File: src/design/utf8sv_pkg.sv
`default_nettype none

package utf8sv_pkg;

    // Configuration register indexes.
    localparam logic [0:0] REG_REJECT_OVERLONG        = 1'b0;
    localparam logic [0:0] REG_SUBSTITUTE_REPLACEMENT = 1'b1;
    localparam int         CFG_INDEX_W = 1;
    localparam int         CFG_DATA_W  = 1;

    localparam logic [31:0] INVALID_MARK = 32'hFFFF_FFFF;
    localparam logic [31:0] REPLACEMENT  = 32'h0000_FFFD;
    localparam logic [20:0] FLOOR_2BYTE  = 21'h00080;
    localparam logic [20:0] FLOOR_3BYTE  = 21'h00800;
    localparam logic [20:0] FLOOR_4BYTE  = 21'h10000;

    // Result queue geometry.
    localparam int QUEUE_DEPTH = 4;
    localparam int QUEUE_PTR_W = 2;
    localparam int QUEUE_CNT_W = 3;

    typedef struct packed {
        logic [7:0] data_byte;
        logic       end_of_text;
    } in_t;

    typedef struct packed {
        logic [31:0] code_point;
        logic        is_invalid;
        logic [2:0]  seq_bytes;
        logic        is_end;
        logic        well_formed;
    } out_t;

    typedef struct packed {
        logic reject_overlong;
        logic substitute_replacement;
    } cfg_t;

    // Results produced by one byte: up to two, first in order in slot one.
    typedef struct packed {
        logic [1:0] count;
        out_t       first;
        out_t       second;
    } dec_push_t;

endpackage

`default_nettype wire

File: src/design/utf8sv_in_reg.sv
`default_nettype none

module utf8sv_in_reg
    import utf8sv_pkg::*;
(
    input  wire logic clk,
    input  wire logic rst_n,
    input  wire logic in_valid,
    output logic      in_stall,
    input  wire in_t  in_data,
    output logic      item_valid,
    output in_t       item,
    input  wire logic take
);

    logic item_valid_reg;
    in_t  item_reg;
    logic load;

    // The held byte leaves only when the decoder has room for its results.
    assign in_stall   = item_valid_reg && !take;
    assign load       = !item_valid_reg || take;
    assign item_valid = item_valid_reg;
    assign item       = item_reg;

    always_ff @(posedge clk or negedge rst_n)
    begin
        if (!rst_n)
        begin
            item_valid_reg <= 1'b0;
        end
        else if (load)
        begin
            item_valid_reg <= in_valid;
        end
    end

    always_ff @(posedge clk)
    begin
        if (load && in_valid)
        begin
            item_reg <= in_data;
        end
    end

endmodule

`default_nettype wire

File: src/design/utf8sv_decode.sv
`default_nettype none

module utf8sv_decode
    import utf8sv_pkg::*;
(
    input  wire logic clk,
    input  wire logic rst_n,
    input  wire logic item_valid,
    input  wire in_t  item,
    input  wire logic take,
    input  wire cfg_t cfg,
    output dec_push_t push
);

    logic [1:0]  bexp_reg, bexp_next;
    logic [2:0]  slen_reg, slen_next;
    logic [20:0] acc_reg, acc_next;
    logic        skip_reg, skip_next;
    logic        start_reg, start_next;
    logic        wf_reg, wf_next;

    logic        consume;
    logic [7:0]  b;
    logic        is_cont;
    logic [20:0] acc_shift;
    logic [20:0] floor_val;
    logic        overlong;
    logic        run_idle;
    logic        idle_skip;
    logic        wf;
    logic        has_pre;
    logic [2:0]  pre_n;
    logic        has_main;
    logic [20:0] main_cp;
    logic        main_inv;
    logic [2:0]  main_n;
    logic        main_end;
    out_t        pre_res;
    out_t        main_res;

    function automatic out_t make_result(input logic [20:0] cp, input logic inv,
                                         input logic [2:0] n, input logic fin,
                                         input logic flag, input logic sub);
        out_t r;
        r.code_point  = inv ? (sub ? REPLACEMENT : INVALID_MARK) : {11'd0, cp};
        r.is_invalid  = inv;
        r.seq_bytes   = n;
        r.is_end      = fin;
        r.well_formed = flag;
        return r;
    endfunction

    assign consume   = item_valid && take;
    assign b         = item.data_byte;
    assign is_cont   = (b[7:6] == 2'b10);
    assign acc_shift = {acc_reg[14:0], b[5:0]};

    always_comb
    begin
        unique case (slen_reg)
            3'd2:    floor_val = FLOOR_2BYTE;
            3'd3:    floor_val = FLOOR_3BYTE;
            default: floor_val = FLOOR_4BYTE;
        endcase
    end

    assign overlong = (acc_shift < floor_val);

    always_comb
    begin
        bexp_next  = bexp_reg;
        slen_next  = slen_reg;
        acc_next   = acc_reg;
        skip_next  = skip_reg;
        start_next = start_reg;
        wf         = wf_reg;
        run_idle   = 1'b0;
        idle_skip  = skip_reg;
        has_pre    = 1'b0;
        pre_n      = slen_reg - {1'b0, bexp_reg};
        has_main   = 1'b0;
        main_cp    = '0;
        main_inv   = 1'b0;
        main_n     = 3'd0;
        main_end   = 1'b0;

        if (item.end_of_text)
        begin
            // An unfinished sequence is reported before the end marker.
            if (bexp_reg != 2'd0)
            begin
                has_pre = 1'b1;
                wf      = 1'b0;
            end
            has_main   = 1'b1;
            main_end   = 1'b1;
            bexp_next  = 2'd0;
            slen_next  = 3'd0;
            acc_next   = '0;
            skip_next  = 1'b0;
            start_next = 1'b1;
        end
        else if (bexp_reg == 2'd0)
        begin
            run_idle = 1'b1;
        end
        else if (!is_cont)
        begin
            // Sequence cut short; the byte is then decoded as a fresh lead.
            has_pre   = 1'b1;
            wf        = 1'b0;
            bexp_next = 2'd0;
            slen_next = 3'd0;
            acc_next  = '0;
            skip_next = 1'b0;
            idle_skip = 1'b0;
            run_idle  = 1'b1;
        end
        else
        begin
            acc_next  = acc_shift;
            bexp_next = bexp_reg - 2'd1;
            if (bexp_reg == 2'd1)
            begin
                if (overlong)
                begin
                    wf = 1'b0;
                end
                has_main  = 1'b1;
                main_cp   = acc_shift;
                main_inv  = overlong && cfg.reject_overlong;
                main_n    = slen_reg;
                slen_next = 3'd0;
                acc_next  = '0;
                skip_next = 1'b1;
            end
        end

        if (run_idle)
        begin
            start_next = 1'b0;
            if (is_cont)
            begin
                wf = 1'b0;
                if (!(idle_skip && !start_reg))
                begin
                    skip_next = 1'b1;
                    has_main  = 1'b1;
                    main_inv  = 1'b1;
                    main_n    = 3'd1;
                end
            end
            else if (!b[7])
            begin
                skip_next = 1'b1;
                has_main  = 1'b1;
                main_cp   = {13'd0, b};
                main_n    = 3'd1;
            end
            else if (b[7:5] == 3'b110)
            begin
                skip_next = 1'b0;
                acc_next  = {16'd0, b[4:0]};
                bexp_next = 2'd1;
                slen_next = 3'd2;
            end
            else if (b[7:4] == 4'b1110)
            begin
                skip_next = 1'b0;
                acc_next  = {17'd0, b[3:0]};
                bexp_next = 2'd2;
                slen_next = 3'd3;
            end
            else if (b[7:3] == 5'b11110)
            begin
                skip_next = 1'b0;
                acc_next  = {18'd0, b[2:0]};
                bexp_next = 2'd3;
                slen_next = 3'd4;
            end
            else
            begin
                wf        = 1'b0;
                skip_next = 1'b1;
                has_main  = 1'b1;
                main_inv  = 1'b1;
                main_n    = 3'd1;
            end
        end

        wf_next = item.end_of_text ? 1'b1 : wf;
    end

    always_comb
    begin
        pre_res  = make_result('0, 1'b1, pre_n, 1'b0, 1'b0, cfg.substitute_replacement);
        main_res = make_result(main_cp, main_inv, main_n, main_end, wf,
                               cfg.substitute_replacement);
        push.first  = has_pre ? pre_res : main_res;
        push.second = main_res;
        if (consume)
        begin
            push.count = {1'b0, has_pre} + {1'b0, has_main};
        end
        else
        begin
            push.count = 2'd0;
        end
    end

    always_ff @(posedge clk or negedge rst_n)
    begin
        if (!rst_n)
        begin
            bexp_reg  <= 2'd0;
            slen_reg  <= 3'd0;
            acc_reg   <= '0;
            skip_reg  <= 1'b0;
            start_reg <= 1'b1;
            wf_reg    <= 1'b1;
        end
        else if (consume)
        begin
            bexp_reg  <= bexp_next;
            slen_reg  <= slen_next;
            acc_reg   <= acc_next;
            skip_reg  <= skip_next;
            start_reg <= start_next;
            wf_reg    <= wf_next;
        end
    end

endmodule

`default_nettype wire

File: src/design/utf8sv_out_queue.sv
`default_nettype none

module utf8sv_out_queue
    import utf8sv_pkg::*;
(
    input  wire logic      clk,
    input  wire logic      rst_n,
    input  wire dec_push_t push,
    output logic           room,
    output logic           out_valid,
    input  wire logic      out_stall,
    output out_t           out_data
);

    out_t                   entry_reg [QUEUE_DEPTH];
    logic [QUEUE_PTR_W-1:0] wr_ptr_reg, wr_ptr_next;
    logic [QUEUE_PTR_W-1:0] rd_ptr_reg, rd_ptr_next;
    logic [QUEUE_CNT_W-1:0] count_reg, count_next;
    logic [QUEUE_PTR_W-1:0] wr_ptr_plus1;
    logic                   pop;

    // Room is kept for the worst case of two results from one byte.
    assign room      = (count_reg <= QUEUE_CNT_W'(QUEUE_DEPTH - 2));
    assign out_valid = (count_reg != '0);
    assign out_data  = entry_reg[rd_ptr_reg];
    assign pop       = out_valid && !out_stall;

    assign wr_ptr_plus1 = wr_ptr_reg + QUEUE_PTR_W'(1);
    assign wr_ptr_next  = wr_ptr_reg + QUEUE_PTR_W'(push.count);
    assign rd_ptr_next  = rd_ptr_reg + QUEUE_PTR_W'(pop);
    assign count_next   = count_reg + QUEUE_CNT_W'(push.count) - QUEUE_CNT_W'(pop);

    always_ff @(posedge clk or negedge rst_n)
    begin
        if (!rst_n)
        begin
            wr_ptr_reg <= '0;
            rd_ptr_reg <= '0;
            count_reg  <= '0;
        end
        else
        begin
            wr_ptr_reg <= wr_ptr_next;
            rd_ptr_reg <= rd_ptr_next;
            count_reg  <= count_next;
        end
    end

    always_ff @(posedge clk)
    begin
        if (push.count != 2'd0)
        begin
            entry_reg[wr_ptr_reg] <= push.first;
        end
        if (push.count == 2'd2)
        begin
            entry_reg[wr_ptr_plus1] <= push.second;
        end
    end

endmodule

`default_nettype wire

File: src/design/utf8_stream_decoder_validator.sv
// UTF-8 stream decoder and validator. One byte enters per transaction and is
// decoded into code points of up to 0x1FFFFF; malformed input gives invalid
// results and an end-of-text transaction returns the sticky well-formed
// verdict and restarts the decoder. It takes one byte per cycle while the
// four-entry result queue has room; a byte is held in the input register,
// and its results in the queue. A byte that closes a cut-short sequence and
// also yields its own result, or an end of text inside a sequence, gives two
// results; the input stalls while the queue holds more than two, so the
// output's one result per cycle, when not stalled, sets the rate.
`default_nettype none

module utf8_stream_decoder_validator
    import utf8sv_pkg::*;
(
    input  wire logic                   clk,
    input  wire logic                   rst_n,
    input  wire logic                   in_valid,
    output logic                        in_stall,
    input  wire in_t                    in_data,
    output logic                        out_valid,
    input  wire logic                   out_stall,
    output out_t                        out_data,
    input  wire logic                   cfg_write,
    input  wire logic [CFG_INDEX_W-1:0] cfg_index,
    input  wire logic [CFG_DATA_W-1:0]  cfg_data
);

    cfg_t      cfg_reg;
    logic      item_valid;
    in_t       item;
    logic      room;
    dec_push_t push;

    always_ff @(posedge clk or negedge rst_n)
    begin
        if (!rst_n)
        begin
            cfg_reg <= '0;
        end
        else if (cfg_write)
        begin
            unique case (cfg_index)
                REG_REJECT_OVERLONG:        cfg_reg.reject_overlong        <= cfg_data[0];
                REG_SUBSTITUTE_REPLACEMENT: cfg_reg.substitute_replacement <= cfg_data[0];
                default:                    cfg_reg <= cfg_reg;
            endcase
        end
    end

    utf8sv_in_reg u_in_reg (
        .clk        (clk),
        .rst_n      (rst_n),
        .in_valid   (in_valid),
        .in_stall   (in_stall),
        .in_data    (in_data),
        .item_valid (item_valid),
        .item       (item),
        .take       (room)
    );

    utf8sv_decode u_decode (
        .clk        (clk),
        .rst_n      (rst_n),
        .item_valid (item_valid),
        .item       (item),
        .take       (room),
        .cfg        (cfg_reg),
        .push       (push)
    );

    utf8sv_out_queue u_out_queue (
        .clk       (clk),
        .rst_n     (rst_n),
        .push      (push),
        .room      (room),
        .out_valid (out_valid),
        .out_stall (out_stall),
        .out_data  (out_data)
    );

endmodule

`default_nettype wire

File: config.mk
export PLATFORM = sky130hd
export DESIGN_NAME = utf8_stream_decoder_validator
export DESIGN_NICKNAME = d
export VERILOG_FILES = /design/src/design/utf8sv_pkg.sv /design/src/design/utf8sv_in_reg.sv /design/src/design/utf8sv_decode.sv /design/src/design/utf8sv_out_queue.sv /design/src/design/utf8_stream_decoder_validator.sv
export SDC_FILE = /design/constraint.sdc
export NUM_CORES = 1
export LEC_CHECK = 0
export BUFFER_PORTS_ARGS = -buffer_cell sky130_fd_sc_hd__buf_2
export CORE_MARGIN = 2
export CORE_UTILIZATION = 30
export DETAILED_ROUTE_END_ITERATION = 7
export HOLD_SLACK_MARGIN = 0.12
export PLACE_DENSITY = 0.46
export SLEW_MARGIN = 10
export SYNTH_ARGS = -nofsm -noshare
export SYNTH_HDL_FRONTEND = slang
export SYNTH_HIERARCHICAL = 1
export SYNTH_SLANG_ARGS = --single-unit
File: constraint.sdc
create_clock -name clk -period 10.1 [get_ports clk]
set_clock_uncertainty 0.05 [all_clocks]
set_input_delay 1.515 -clock clk [delete_from_list [all_inputs] [get_ports clk]]
set_output_delay 1.515 -clock clk [all_outputs]
set_load 0.02 [all_outputs]
==> results.sh <==
export IMPL_status="finished, final reports clean"
export IMPL_multi_input_area_um2=4214
export IMPL_synth_net_count=721
export IMPL_cts_post_setup_buffers_inserted=0
export IMPL_cts_resized=0
export IMPL_grt_use_total_pct=14.12
export IMPL_cts_hold_buffers=0
export IMPL_crit_required_ns=10.10
export IMPL_die_area_um2=35980
export IMPL_synth_seq_cells=194
export IMPL_worst_setup_hold_path_clk_slew_ns=0.07
export IMPL_routabilityCongestion=0.8584
export IMPL_grt_first_pass_wirelength_um=38010
export IMPL_maximum_capacitance_violations=0
export IMPL_pwr_density_cell_nw_per_um2=310.0
export IMPL_yosysUniqueCellTypes=64
export IMPL_path_max_fanout=39
export IMPL_clock_root_buffer="sky130_fd_sc_hd__clkbuf_16"
export IMPL_min_path_type="register to register"
export IMPL_drt_first_iter_violations=555
export IMPL_post_route_drc_count=0
export IMPL_timing_critical_path_from_type="register"
export IMPL_floorplan_io_pins=56
export IMPL_rsz0062_at_grt="false"
export IMPL_finalNetCount=739
export IMPL_totalNegativeSetupSlack_ns=0
export IMPL_clk_latency_ns=0.43
export IMPL_rows=67
export IMPL_slew_headroom_pct=18.87
export IMPL_synth_cells=694
export IMPL_tritoncts="done"
export IMPL_core_um2=33700
export IMPL_initial_utilization_pct=30.69
export IMPL_final_antenna_net_count=0
export IMPL_synth_edff_count=161
export IMPL_grt_ovfl_total=0
export IMPL_drt_total_wl_um=24510
export IMPL_worstSetupEndpointType="register"
export IMPL_netlist_area_pre_place_um2=10340
export IMPL_max_clock_freq_ghz=0.2192
export IMPL_cellLeakagePower_nw=4.262
export IMPL_fraction_of_registers_with_async_set_or_reset_after_synthesis_pct=17.01
export IMPL_drive_above_1_share_pct=43.72
export IMPL_syn_avg_cell_area_um2=14.90
export IMPL_vias=5925
export IMPL_utilization_pct=34.00
export IMPL_port_buffers=55
export IMPL_worst_setup_margin_ns=5.537
export IMPL_wl_per_cell_um=20.89
export IMPL_final_min_clock_period_ns=4.563
export IMPL_number_of_flip_flops_under_the_largest_register_name=152
export IMPL_place_hpwl_um=15010
export IMPL_fillers=3276
export IMPL_finalHoldViolations=0
export IMPL_synth_yosys_warnings=6
export IMPL_grt_start_max_net_pins=49
export IMPL_register_area_share_after_synthesis_pct=54.75
export IMPL_cts_inserted_buffers=17
export IMPL_min_period_over_period_pct=45.18
export IMPL_power_ir_vdd_worst_uv=134.4
export IMPL_clock_sinks=194
export IMPL_dp_worst_setup_slack_ns=5.488
export IMPL_final_max_slew_viol_count=0
export IMPL_ys_flop_type="sky130_fd_sc_hd__edfxtp_1"
export IMPL_drt_pass1_iter_count=5
export IMPL_die_height_um=189.7
export IMPL_ctsHtreeMaxLevel=4
export IMPL_finalSetupViolCount=0
export IMPL_die_w_um=189.7
export IMPL_worst_slew_pin_transition_ns=1.217
export IMPL_placement_cell_area_um2=10850
export IMPL_antennaDiodeCount=0
export IMPL_stdcell_area_um2=11460
export IMPL_crit_type="register to register"
export IMPL_cts_root_to_sink_buffers=2
export IMPL_grt_pass1_vias=6244
export IMPL_area_occupied_by_registers_um2=5665
export IMPL_worst_endpoint_arrival_ns=4.56
export IMPL_routed_vias_inst=5.051
export IMPL_number_of_antenna_violations_at_the_first_check_in_global_routing=0
export IMPL_areaGrowthSynthToFinish_pct=10.78
## cells in the mapped netlist, types with 3 or more instances
library cell	instances	area (um2)
sky130_fd_sc_hd__o31ai_1	3	22.52
sky130_fd_sc_hd__a31oi_1	5	31.28
sky130_fd_sc_hd__mux2_2	122	1374
sky130_fd_sc_hd__nand2_1	43	161.4
sky130_fd_sc_hd__edfxtp_1	161	4835
sky130_fd_sc_hd__xnor2_1	4	35.03
sky130_fd_sc_hd__buf_4	25	187.7
sky130_fd_sc_hd__buf_6	11	123.9
sky130_fd_sc_hd__ha_1	9	112.6
sky130_fd_sc_hd__nor4_1	3	18.77
sky130_fd_sc_hd__nand3_1	21	105.1
sky130_fd_sc_hd__nor3b_1	3	22.52
sky130_fd_sc_hd__o21ai_0	11	55.05
sky130_fd_sc_hd__nor3_1	8	40.04
sky130_fd_sc_hd__inv_1	14	52.55
sky130_fd_sc_hd__and2_1	4	25.02
sky130_fd_sc_hd__a32o_1	3	30.03
sky130_fd_sc_hd__nor2_1	23	86.33
sky130_fd_sc_hd__nor2b_1	4	25.02
sky130_fd_sc_hd__a21o_1	9	67.56
sky130_fd_sc_hd__buf_2	17	85.08
sky130_fd_sc_hd__a22o_1	5	43.79
sky130_fd_sc_hd__a21oi_1	6	30.03
sky130_fd_sc_hd__mux2_4	30	450.4
sky130_fd_sc_hd__clkbuf_1	14	52.55
sky130_fd_sc_hd__a22oi_1	10	75.07
sky130_fd_sc_hd__nand2b_1	9	56.30
sky130_fd_sc_hd__mux4_2	38	855.8
sky130_fd_sc_hd__dfrtp_1	31	775.7
## worst max-delay path, stage by stage, from the launching register on
cell and delay, ns:
sky130_fd_sc_hd__dfrtp_1 0.41, sky130_fd_sc_hd__inv_1 0.12, sky130_fd_sc_hd__ha_1 0.44, sky130_fd_sc_hd__nand2b_1 0.37, sky130_fd_sc_hd__nor2_1 0.12, sky130_fd_sc_hd__or3_1 0.36, sky130_fd_sc_hd__ha_1 0.27, sky130_fd_sc_hd__and3_1 0.26
sky130_fd_sc_hd__nor2b_4 0.19, sky130_fd_sc_hd__and3b_4 0.68, sky130_fd_sc_hd__a21o_2 0.87
## cell families (layout without fill, tap and decap cells)
| logic type | count (synthesis) | in the layout | share of synthesized area, % |
|---|---|---|---|
| xor gates and xnor gates | 6 | 6 | 0.5081 |
| AOI/OAI and AO/OA | 70 | 70 | 4.924 |
| and+or+nand+nor | 140 | 140 | 7.355 |
| muxes | 192 | 192 | 26.13 |
| DFF | 194 | 194 | 54.75 |
| buffers and inverters | 81 | 112 | 4.851 |
| adders and majority gates | 11 | 11 | 1.476 |
## path summary, 6_finish.rpt
check / startpoint / to / slack (ns) / cells after the start
min in group asynchronous: rst_n / cfg_reg[0] / 1.11 / 1
setup / recovery: u_decode/bexp_reg[0] / u_out_queue/entry_reg[2][21] / 5.54 / 10
max in group asynchronous: rst_n / u_out_queue/rd_ptr_reg[1] / 8.33 / 1
setup reg to reg: u_decode/bexp_reg[0] / u_out_queue/entry_reg[2][21] / 5.54 / 10
hold / removal: u_decode/start_reg / u_decode/start_reg / 0.44 / 2
hold reg to reg: u_decode/start_reg / u_decode/start_reg / 0.44 / 2
## metrics by stage
stage	hold WS, ns	instances	total power, mW
floorplan	0.3997	694	2.471
global placement	0.4280	1141	2.871
detailed placement	0.4246	1141	2.901
CTS	0.4389	1173	3.611
global route	0.4738	1173	3.765
finish	0.4393	1173	3.552
## metal layers
| metal | vias to the layer above | track usage, % | wire length [um] | part of all wire, % |
|---|---|---|---|---|
| met2 | 160 | 23.02 | 11850 | 48 |
| met3 | 31 | 2.933 | 1048 | 4.3 |
| met1 | 3041 | 18.54 | 10970 | 45 |
| li1 | 2693 | - | - | - |
| met4 | 0 | 5.307 | 633 | 2.6 |
| met5 | - | 0 | 0 | 0 |
## placed cells by master, fill, tap and decap left out, drive strengths merged, types with 5 or more instances in the layout
| master | count |
|---|---|
| inv | 18 |
| clkbuf | 18 |
| edfxtp | 161 |
| mux2 | 154 |
| and2 | 6 |
| a31oi | 5 |
| nand2b | 10 |
| nand2 | 43 |
| nor2 | 24 |
| nor2b | 5 |
| a22o | 5 |
| o21ai | 14 |
| a21o | 9 |
| a21oi | 8 |
| nand3 | 22 |
| dfrtp | 31 |
| nor4 | 5 |
| buf | 66 |
| mux4 | 38 |
| a22oi | 10 |
| ha | 9 |
| nor3 | 9 |
## report_power, final
group          internal (mW)  switching [mW]
Sequential              1.23           0.172
Clock                  0.393           0.303
Combinational          0.657           0.799
## final cells by class
| type | count | share of cell area [%] |
|---|---|---|
| clock buffers | 18 | 3.746 |
| repair buffers | 66 | 3.123 |
| well taps | 448 | 4.892 |
| clock inverters | 14 | 1.551 |
| flip-flops and latches | 194 | 49.45 |
| inverters | 14 | 0.4587 |
| multi-input cells | 419 | 36.78 |
No activity file was read; power rests on OpenSTA's default activity.
